<file path="src/ilst_pkg.sv">
package ilst_pkg;

  localparam int OP_W      = 2;
  localparam int IDX_W     = 5;
  localparam int DATA_W    = 32;
  localparam int STATUS_W  = 3;
  localparam int FOUND_W   = 4;
  localparam int LEN_W     = 5;
  localparam int S_TDATA_W = 40;
  localparam int M_TDATA_W = 48;

  typedef enum logic [OP_W-1:0] {
    OP_PUSH   = 2'd0,
    OP_INSERT = 2'd1,
    OP_REMOVE = 2'd2,
    OP_FIND   = 2'd3
  } op_e;

  typedef enum logic [STATUS_W-1:0] {
    ST_OK        = 3'd0,
    ST_FULL      = 3'd1,
    ST_BAD_INDEX = 3'd2,
    ST_NOT_FOUND = 3'd3,
    ST_NULL      = 3'd4
  } status_e;

  typedef struct packed {
    logic load;
    logic match;
    logic commit;
  } cmd_t;

  typedef struct packed {
    logic slot_free;
  } sts_t;

endpackage

</file>
<file path="src/ilst_ctrl.sv">
module ilst_ctrl import ilst_pkg::*; (
  input  logic clk_i,
  input  logic rst_ni,
  input  logic s_tvalid_i,
  output logic s_tready_o,
  input  sts_t sts_i,
  output cmd_t cmd_o
);

  typedef enum logic [1:0] {
    S_IDLE,
    S_MATCH,
    S_WRITE
  } state_e;

  state_e state_q;
  logic   rdy_q;

  assign s_tready_o  = rdy_q;
  assign cmd_o.load   = s_tvalid_i && rdy_q;
  assign cmd_o.match  = (state_q == S_MATCH);
  assign cmd_o.commit = (state_q == S_WRITE) && sts_i.slot_free;

  always_ff @(posedge clk_i or negedge rst_ni) begin
    if (!rst_ni) begin
      state_q <= S_IDLE;
      rdy_q   <= 1'b1;
    end else begin
      case (state_q)
        S_IDLE: begin
          if (s_tvalid_i && rdy_q) begin
            state_q <= S_MATCH;
            rdy_q   <= 1'b0;
          end
        end
        S_MATCH: begin
          state_q <= S_WRITE;
        end
        S_WRITE: begin
          if (sts_i.slot_free) begin
            state_q <= S_IDLE;
            rdy_q   <= 1'b1;
          end
        end
        default: begin
          state_q <= S_IDLE;
          rdy_q   <= 1'b1;
        end
      endcase
    end
  end

endmodule

</file>
<file path="src/ilst_datapath.sv">
module ilst_datapath import ilst_pkg::*; #(
  parameter int DEPTH       = 16,
  parameter int VALUE_WIDTH = 32
) (
  input  logic                 clk_i,
  input  logic                 rst_ni,
  input  cmd_t                 cmd_i,
  output sts_t                 sts_o,
  input  logic [S_TDATA_W-1:0] s_tdata_i,
  output logic                 m_tvalid_o,
  input  logic                 m_tready_i,
  output logic [M_TDATA_W-1:0] m_tdata_o
);

  localparam int CW = $clog2(DEPTH + 1);
  localparam int XW = (CW > IDX_W) ? CW : IDX_W;

  op_e                    op_q;
  logic [IDX_W-1:0]       idx_q;
  logic [VALUE_WIDTH-1:0] val_q;
  logic [CW-1:0]          count_q;
  logic [VALUE_WIDTH-1:0] entries_q [DEPTH];
  logic [VALUE_WIDTH-1:0] up_w      [DEPTH];
  logic [VALUE_WIDTH-1:0] dn_w      [DEPTH];
  logic [DEPTH-1:0]       match_q, match_d;
  logic [VALUE_WIDTH-1:0] rm_q, rm_d;
  logic                   out_valid_q;
  logic [M_TDATA_W-1:0]   out_data_q;

  logic [XW-1:0]          idx_x, cnt_x, depth_x, pos_x;
  logic                   val_null, do_ins, do_rem, any_match;
  status_e                status_d;
  logic [CW-1:0]          count_d;
  logic [FOUND_W-1:0]     found_d, scan_idx;
  logic [DATA_W-1:0]      removed_d;

  assign sts_o.slot_free = !out_valid_q || m_tready_i;
  assign m_tvalid_o      = out_valid_q;
  assign m_tdata_o       = out_data_q;

  // neighbor taps of the cell row
  for (genvar gi = 0; gi < DEPTH; gi++) begin : g_cell
    if (gi == 0) begin : g_first
      assign up_w[gi] = entries_q[gi];
    end else begin : g_up
      assign up_w[gi] = entries_q[gi-1];
    end
    if (gi == DEPTH - 1) begin : g_last
      assign dn_w[gi] = entries_q[gi];
    end else begin : g_dn
      assign dn_w[gi] = entries_q[gi+1];
    end
  end

  // compare all cells, pick the addressed one
  always_comb begin
    rm_d = '0;
    for (int i = 0; i < DEPTH; i++) begin
      match_d[i] = (CW'(i) < count_q) && (entries_q[i] == val_q);
      if (XW'(i) == idx_x) begin
        rm_d = entries_q[i];
      end
    end
  end

  // lowest matching position
  always_comb begin
    scan_idx = '0;
    for (int i = DEPTH - 1; i >= 0; i--) begin
      if (match_q[i]) begin
        scan_idx = FOUND_W'(i);
      end
    end
  end

  assign any_match = |match_q;
  assign idx_x     = XW'(idx_q);
  assign cnt_x     = XW'(count_q);
  assign depth_x   = XW'(DEPTH);
  assign pos_x     = (op_q == OP_PUSH) ? cnt_x : idx_x;
  assign val_null  = (val_q == '0);

  always_comb begin
    status_d  = ST_OK;
    do_ins    = 1'b0;
    do_rem    = 1'b0;
    found_d   = '0;
    removed_d = '0;
    count_d   = count_q;
    case (op_q)
      OP_PUSH, OP_INSERT: begin
        if (pos_x > cnt_x) begin
          status_d = ST_BAD_INDEX;
        end else if (val_null) begin
          status_d = ST_NULL;
        end else if (cnt_x >= depth_x) begin
          status_d = ST_FULL;
        end else begin
          do_ins  = 1'b1;
          count_d = count_q + CW'(1);
        end
      end
      OP_REMOVE: begin
        if (idx_x >= cnt_x) begin
          status_d = ST_BAD_INDEX;
        end else begin
          do_rem    = 1'b1;
          removed_d = DATA_W'(rm_q);
          count_d   = count_q - CW'(1);
        end
      end
      OP_FIND: begin
        if (val_null) begin
          status_d = ST_NULL;
        end else if (any_match) begin
          found_d = scan_idx;
        end else begin
          status_d = ST_NOT_FOUND;
        end
      end
      default: begin
        status_d = ST_OK;
      end
    endcase
  end

  always_ff @(posedge clk_i) begin
    if (cmd_i.load) begin
      op_q  <= op_e'(s_tdata_i[1:0]);
      idx_q <= s_tdata_i[6:2];
      val_q <= VALUE_WIDTH'(s_tdata_i[38:7]);
    end
    if (cmd_i.match) begin
      match_q <= match_d;
      rm_q    <= rm_d;
    end
    if (cmd_i.commit) begin
      out_data_q <= {4'b0, LEN_W'(count_d), found_d, removed_d, status_d};
    end
  end

  always_ff @(posedge clk_i) begin
    for (int i = 0; i < DEPTH; i++) begin
      if (cmd_i.commit && do_ins) begin
        if (XW'(i) > pos_x) begin
          entries_q[i] <= up_w[i];
        end else if (XW'(i) == pos_x) begin
          entries_q[i] <= val_q;
        end
      end else if (cmd_i.commit && do_rem) begin
        if (XW'(i) >= idx_x) begin
          entries_q[i] <= dn_w[i];
        end
      end
    end
  end

  always_ff @(posedge clk_i or negedge rst_ni) begin
    if (!rst_ni) begin
      count_q     <= '0;
      out_valid_q <= 1'b0;
    end else begin
      if (cmd_i.commit) begin
        count_q     <= count_d;
        out_valid_q <= 1'b1;
      end else if (m_tready_i) begin
        out_valid_q <= 1'b0;
      end
    end
  end

endmodule

</file>
<file path="src/indexed_insert_remove_list_unit.sv">
// Ordered list of up to DEPTH nonzero values with push, insert at index,
// remove at index and find, one result per input transfer. The entries sit
// in a row of registers that all shift or compare at once. Each operation
// passes through the input transfer, a compare step that matches the
// value against every cell and picks the addressed entry, and a commit
// step that shifts the row, updates the length and loads the result
// register. The result register lets the next input transfer be taken while
// a result still waits; commit waits only while that register is occupied
// and not read. Entries beyond the current length never affect a result.
module indexed_insert_remove_list_unit import ilst_pkg::*; #(
  parameter int DEPTH       = 16,
  parameter int VALUE_WIDTH = 32
) (
  input  logic                 clk_i,
  input  logic                 rst_ni,
  input  logic                 s_axis_tvalid,
  output logic                 s_axis_tready,
  // op[1:0], index[6:2], value[38:7], zero pad
  input  logic [S_TDATA_W-1:0] s_axis_tdata,
  output logic                 m_axis_tvalid,
  input  logic                 m_axis_tready,
  // status[2:0], removed_value[34:3], found_index[38:35], length[43:39], zero pad
  output logic [M_TDATA_W-1:0] m_axis_tdata
);

  cmd_t cmd;
  sts_t sts;

  ilst_ctrl u_ctrl (
    .clk_i      (clk_i),
    .rst_ni     (rst_ni),
    .s_tvalid_i (s_axis_tvalid),
    .s_tready_o (s_axis_tready),
    .sts_i      (sts),
    .cmd_o      (cmd)
  );

  ilst_datapath #(
    .DEPTH       (DEPTH),
    .VALUE_WIDTH (VALUE_WIDTH)
  ) u_datapath (
    .clk_i      (clk_i),
    .rst_ni     (rst_ni),
    .cmd_i      (cmd),
    .sts_o      (sts),
    .s_tdata_i  (s_axis_tdata),
    .m_tvalid_o (m_axis_tvalid),
    .m_tready_i (m_axis_tready),
    .m_tdata_o  (m_axis_tdata)
  );

endmodule

</file>
<file path="config.mk">
export PLATFORM = sky130hd
export DESIGN_NAME = indexed_insert_remove_list_unit
export DESIGN_NICKNAME = d
export VERILOG_FILES = /design/src/ilst_pkg.sv /design/src/ilst_ctrl.sv /design/src/ilst_datapath.sv /design/src/indexed_insert_remove_list_unit.sv
export SDC_FILE = /design/constraint.sdc
export NUM_CORES = 2
export LEC_CHECK = 0
export ABC_CLOCK_PERIOD_IN_PS = 7170
export BUFFER_PORTS_ARGS = -buffer_cell sky130_fd_sc_hd__buf_2
export CORE_ASPECT_RATIO = 0.8
export CORE_MARGIN = 4
export CORE_UTILIZATION = 60
export CTS_CLUSTER_DIAMETER = 40
export DETAILED_ROUTE_END_ITERATION = 12
export HOLD_SLACK_MARGIN = 0.08
export PLACE_DENSITY = 0.78
export REMOVE_ABC_BUFFERS = 1
export SYNTH_ARGS = -nofsm -noshare
export SYNTH_HDL_FRONTEND = slang
export SYNTH_HIERARCHICAL = 1
export SYNTH_SLANG_ARGS = --single-unit
</file>
<file path="constraint.sdc">
create_clock -name clk_i -period 7.17 [get_ports clk_i]
set_clock_uncertainty 0.1 [all_clocks]
set_input_delay 0.3585 -clock clk_i [delete_from_list [all_inputs] [get_ports clk_i]]
set_output_delay 0.3585 -clock clk_i [all_outputs]
set_load 0.01 [all_outputs]
</file>
# Yosys cells after proc, flatten, opt, wreduce, memory -nomap -nowiden
# Memories as Yosys holds them, arrays and structs flattened.
# Cells that the tools add are included.
classes:
  muxes: 266
  n_div: 0
  shifts: 0
  magnitude_cmp: 51
  n_eq_ne: 53
  reduce_logical: 37
  mul: 0
  bitwise_logic: 36
  n_addsub: 2
op_table:
  columns: ["cell", "count"]
  rows:
  - ["$mux W32", 48]
  - ["$eq A32 B32 Y1", 16]
  - ["$mux W1", 188]
  - ["$eq A4 B5 Y1 const A", 16]
  - ["$eq A3 B5 Y1 const A", 8]
  - ["$ge A4 B5 Y1 const A", 8]
  - ["$gt A4 B5 Y1 const A", 8]
  - ["$lt A4 B5 Y1 const A", 8]
  - ["$logic_not A32 Y1", 1]
  - ["$mux W4", 8]
  - ["$or A1 B1 Y1", 32]
  - ["$mux W5", 5]
  - ["$mux W3", 7]
  - ["$eq A2 B5 Y1 const A", 4]
  - ["$ge A3 B5 Y1 const A", 4]
  - ["$gt A3 B5 Y1 const A", 4]
  - ["$logic_and A1 B1 Y1", 20]
  - ["$lt A3 B5 Y1 const A", 4]
  - ["$reduce_or A16 Y1", 1]
  - ["$mux W2", 6]
  - ["$reduce_or A11 Y1", 1]
  - ["$eq A1 B5 Y1 const A", 2]
  - ["$ge A1 B5 Y1 const A", 2]
  - ["$ge A2 B5 Y1 const A", 2]
  - ["29 further kinds", 42]
word_totals:
  romBits: 0
  latch_bits: 0
  n_memories: 1
  register_bits: 140
  mem_bits_rw: 512
  inputBits: 44
mem_list:
  columns: ["name", "depth", "word_bits", "read_ports", "rd_ports_with_merged_regs", "write_ports", "line_no", "text"]
  rows:
  - ["u_datapath.entries_q", 16, 32, 16, 0, 16, "ilst_datapath.sv:22", "logic [VALUE_WIDTH-1:0] entries_q [DEPTH];"]

# Depth between registers and ports, before layout
logic_depth:
  depth_word: 17
  mapped_depth: 15

# By module
# The synthesis kept the hierarchy.
by_module_without_submodules:
  columns: ["mod", "cells_per_inst", "instances", "area_each_um2"]
  rows:
  - ["ilst_datapath", 4059, 1, 42080.4]
  - ["ilst_ctrl", 13, 1, 140.1]

# Worst setup path before layout
# Ideal clock, no wire load.
synth_timing:
  kind: "reg-to-reg"
  from: "register u_datapath.idx_q[0]"
  to: "memory u_datapath.entries_q[0][0] (enable)"
  n_path_buf: 7
  required_ps: 6604
  stages_incl_launch_ff: 15
  slack_ps: 1067
  arrival_ps: 5537
  setup_time_ps: 466
  path_cell_list: "edfxtp_1 -> buf_2 -> buf_1 -> clkbuf_1 -> clkbuf_1 -> mux2i_1 -> ha_1 -> a21oi_1 -> o31a_1 -> buf_2 -> buf_2 -> clkbuf_1 -> nor3_1 -> nand2_1 -> o21ai_0"
synth_lines:
  columns: ["item", "line_no", "text"]
  rows:
  - ["from (decl)", "ilst_datapath.sv:19", "logic [IDX_W-1:0] idx_q;"]
  - ["from (signal assigned)", "ilst_datapath.sv:130", "idx_q <= s_tdata_i[6:2];"]
  - ["to (decl)", "ilst_datapath.sv:22", null]

==> key figures <==
Worst setup path
  • Crit path buffers/inverters: 4
  • Worst path slowest cell: or4_1
  • Data required, critical path: 7360 ps
  • Crit-path cells: nor2_4 > mux2i_1 > inv_1 > ha_1 > o21ai_0 > a21oi_1 > o31a_2 > or4_1 > inv_1 > buf_4 > o21ai_0 > nand2b_1 > buf_4
  • R2R Setup Slk: 2110 ps
  • R2R cell count: 13
  • CP max FO: 35
  • Max incr delay on CP: around 700 ps
  • CP delay by family, top: simple AND/OR/NAND/NOR gates
  • Setup Crit Path Kind: reg2reg
  • Critical path depth: 13
  • Critical Path Start Type: register
  • Crit path capture type: register
  • CP arrival: 5260 ps

Synth
  • Sequential share of the synthesized area: 46.3%
  • Asr flop ratio synth: 1.38%
  • Synthesized area per cell: 10.4 um^2
  • Yosys Warn Count: 6
  • Post-synthesis register bit count: between 600 and 700
  • Post-Synthesis Cells: approximately 4,100
  • Post-Syn Area: 0.0422 mm^2
  • Cell variety after synth: 85
  • Most common flop cell mapped by yosys: edfxtp_1
  • Post-synth EDFFs: roughly 640

Cells and area
  • Area Overhead vs Synth: 11.3%
  • Commonest non-fill, non-tap cells in the layout: edfxtp_1, nand2_1, mux2i_1
  • Fill cells: roughly 5,200
  • Area of the multi-input gates: roughly 0.021 mm^2
  • FF/Latch Area: 0.0195 mm^2
  • Utilization after layout: 67.8%
  • Ratio of cells with drive above 1 in the final layout: 12.7%
  • Design Area, Final: about 0.047 mm^2
  • Fin nets: 4,090
  • Most common cell after layout, fill and taps aside: edfxtp_1

Floorplan
  • Core Footprint: just under 0.07 mm^2
  • Io pins: 94
  • Die X: approximately 300 um
  • Effective utilization at floorplan: about three fifths
  • Site Rows: 86
  • Die Y: 245 um
  • Die area: 0.0747 mm^2

Timing
  • Fin crit share: 70.6%
  • Hold slack: 131 ps
  • Final setup viols: 0
  • Fin. Hold Viols: 0
  • Worst Max-Slew Pin Slew: 1400 ps
  • Max-slew violations: 0
  • Max transition margin: slightly below 4%
  • Post-layout min period: 5060 ps
  • Unrepaired setup endpoints after global routing: no
  • Fmax: 197 MHz

Drt
  • ANT nets after route: 0
  • Final WL: 159,000 um
  • DR iter-0 viols: 6,977
  • Vias per cell: 7.21
  • Drt first pass iters: 9
  • Via count: 36,300
  • Drt wl/cell: 31.4 um
  • Remaining DRCs: 0

Place
  • Port Buffers: 88
  • Routability cong.: 1.10
  • HPWL after detailed placement: 108,000 um
  • Placement Cell Area: 0.0432 mm^2

Pwr
  • Peak VDD IR: between 0.15 and 0.2 mV
  • Power Dens Cells: 192 mW/mm^2
  • P_leak: ~15 nW

CTS
  • Clk pin slew, worst setup/hold paths: 60 ps
  • Clk root buf: clkbuf_16
  • Worst-Skew Late Latency: 660 ps
  • Clock sinks: around 650
  • H-tree levels: 3
  • CTS buffer count: 96
  • TritonCTS clock tree: done
  • Buffer depth of the longest clock path: 3

Global route
  • Gr usage total: 41.1%
  • Antenna violations before repair: 7
  • Grt total ovfl: 0
  • Vias in the first global route: 33,400
  • First-pass GRT wire length: 231,000 um
  • Largest net degree at the start of global routing: 81

Outcome
  • Status: finished clean

Worst hold path
  • HP Class: in2async

Flow run
  • MaxCap Viol Count: 0
==> path summary, 6_finish.rpt <==
check	startpoint	end
worst max-delay path	u_datapath/op_q[0]	u_datapath/entries_q[1][47]
max in group asynchronous	rst_ni	u_datapath/m_tvalid_o
worst min register to register	u_datapath/rm_q[8]	u_datapath/m_tdata_o[11]
worst max register to register	u_datapath/op_q[0]	u_datapath/entries_q[1][47]
min in group clk_i	s_axis_tdata[32]	u_datapath/val_q[25]
worst min-delay path	rst_ni	u_ctrl/s_tready_o
==> final cells by class <==
| cell class | count | area share [%] |
|---|---|---|
| diodes | 5 | 0.0266 |
| flip-flops and latches | 652 | 41.6 |
| inverters | 19 | 0.152 |
| well taps | 924 | 2.46 |
| repair buffers | 255 | 3.91 |
| multi-input cells | 3009 | 44.9 |
| clock buffers | 106 | 5.32 |
| clock inverters | 73 | 1.70 |
==> cell families after synthesis <==
| family | share of synthesized area (%) |
|---|---|
| AND/OR/NAND/NOR | 11.1 |
| multiplexers | 12.9 |
| other | 0.00888 |
| adder cells (fa/ha/maj) | 0.385 |
| AO/OA/AOI/OAI | 14.2 |
| flip-flops | 46.3 |
| buffers and inverters | 4.39 |
| XOR/XNOR | 10.8 |
==> layer usage <==
metal / share of wire, % / vias to the layer above / GRT usage (%)
met2: 40 / 3461 / 56.4
met4: 4.5 / 8 / 14.2
li1: - / 15000 / -
met1: 35 / 17300 / 55.6
met3: 20 / 518 / 21.6
met5: 0.089 / - / 1.03
==> synthesized netlist by cell type, types with 6 or more instances <==
master / number / area share, %
o21a_1: 7 / 0.12
nor4_1: 98 / 1.5
xnor2_1: 249 / 5.2
mux2i_1: 449 / 11
nand2_1: 450 / 4.0
buf_4: 20 / 0.36
buf_6: 19 / 0.51
a221oi_1: 48 / 1.0
a2bb2oi_1: 20 / 0.41
nand3_1: 34 / 0.40
edfxtp_1: 643 / 46
a2111oi_0: 8 / 0.17
a22o_1: 49 / 1.0
nand4_1: 71 / 1.1
buf_2: 64 / 0.76
o21ai_1: 278 / 3.3
a31oi_1: 13 / 0.19
dfrtp_1: 8 / 0.47
or4_1: 10 / 0.18
and2_1: 35 / 0.52
clkbuf_1: 233 / 2.1
a222oi_1: 7 / 0.17
o22a_1: 6 / 0.12
nor2_1: 137 / 1.2
a22oi_1: 17 / 0.30
nor2b_1: 18 / 0.27
o21bai_1: 6 / 0.11
o221ai_1: 16 / 0.33
o2bb2ai_1: 15 / 0.31
buf_1: 59 / 0.52
and3_1: 9 / 0.13
ha_1: 13 / 0.39
mux2_2: 77 / 2.1
o21ai_0: 215 / 2.5
a21o_1: 39 / 0.69
o211ai_1: 7 / 0.12
inv_1: 15 / 0.13
a21oi_1: 126 / 1.5
nor3_1: 29 / 0.34
nand2b_1: 13 / 0.19
a211oi_1: 21 / 0.37
o22ai_1: 57 / 0.84
or3_1: 17 / 0.25
xor2_1: 270 / 5.6
==> sequential cells by signal (all words and copies together) (netlist names), 5 cells and up <==
name                  flops
u_datapath/val_q         32
u_datapath/idx_q          5
u_datapath/entries_q    512
u_datapath/match_q       16
u_datapath/m_tdata_o     44
u_datapath/rm_q          32
u_datapath/cnt_x          5
==> through the flow <==
stage / cells / total power [mW] / setup TNS [ps] / setup slack (ps)
6_report: 5043 / 9.00 / 0 / 2110
5_1_grt: 5038 / 9.19 / 0 / 1820
4_1_cts: 5037 / 9.00 / 0 / 2200
3_5_place_dp: 4815 / 4.22 / 0 / 2260
3_3_place_gp: 4815 / 4.22 / 0 / 2280
2_1_floorplan: 3680 / 4.21 / -2290750 / -6410
==> worst reg2reg max path, delay by kind of cell (launching register included) <==
family          cells  cell delay (ps)
fa+ha+maj           1              310
simple gates        3             1220
compound gates      4              750
buf+inv             4             1190
mux                 1              500
flops               1              620
==> timing repair <==
item / in CTS / in global routing
setup buffers: 0 / 0
hold endpoints to repair: 50 / 0
hold buffers: 43 / 0
gates resized for setup: 0 / 0
==> where the power goes <==
group | internal (mW) | total, mW | switching [mW] | leakage, nW
Sequential | 4.13 | 4.13 | 0 | 5.90
Clock | 2.87 | 4.84 | 1.97 | 1.57
Combinational | 0.0233 | 0.0329 | 0.00964 | 7.34
(Power assumes the default switching activity.)
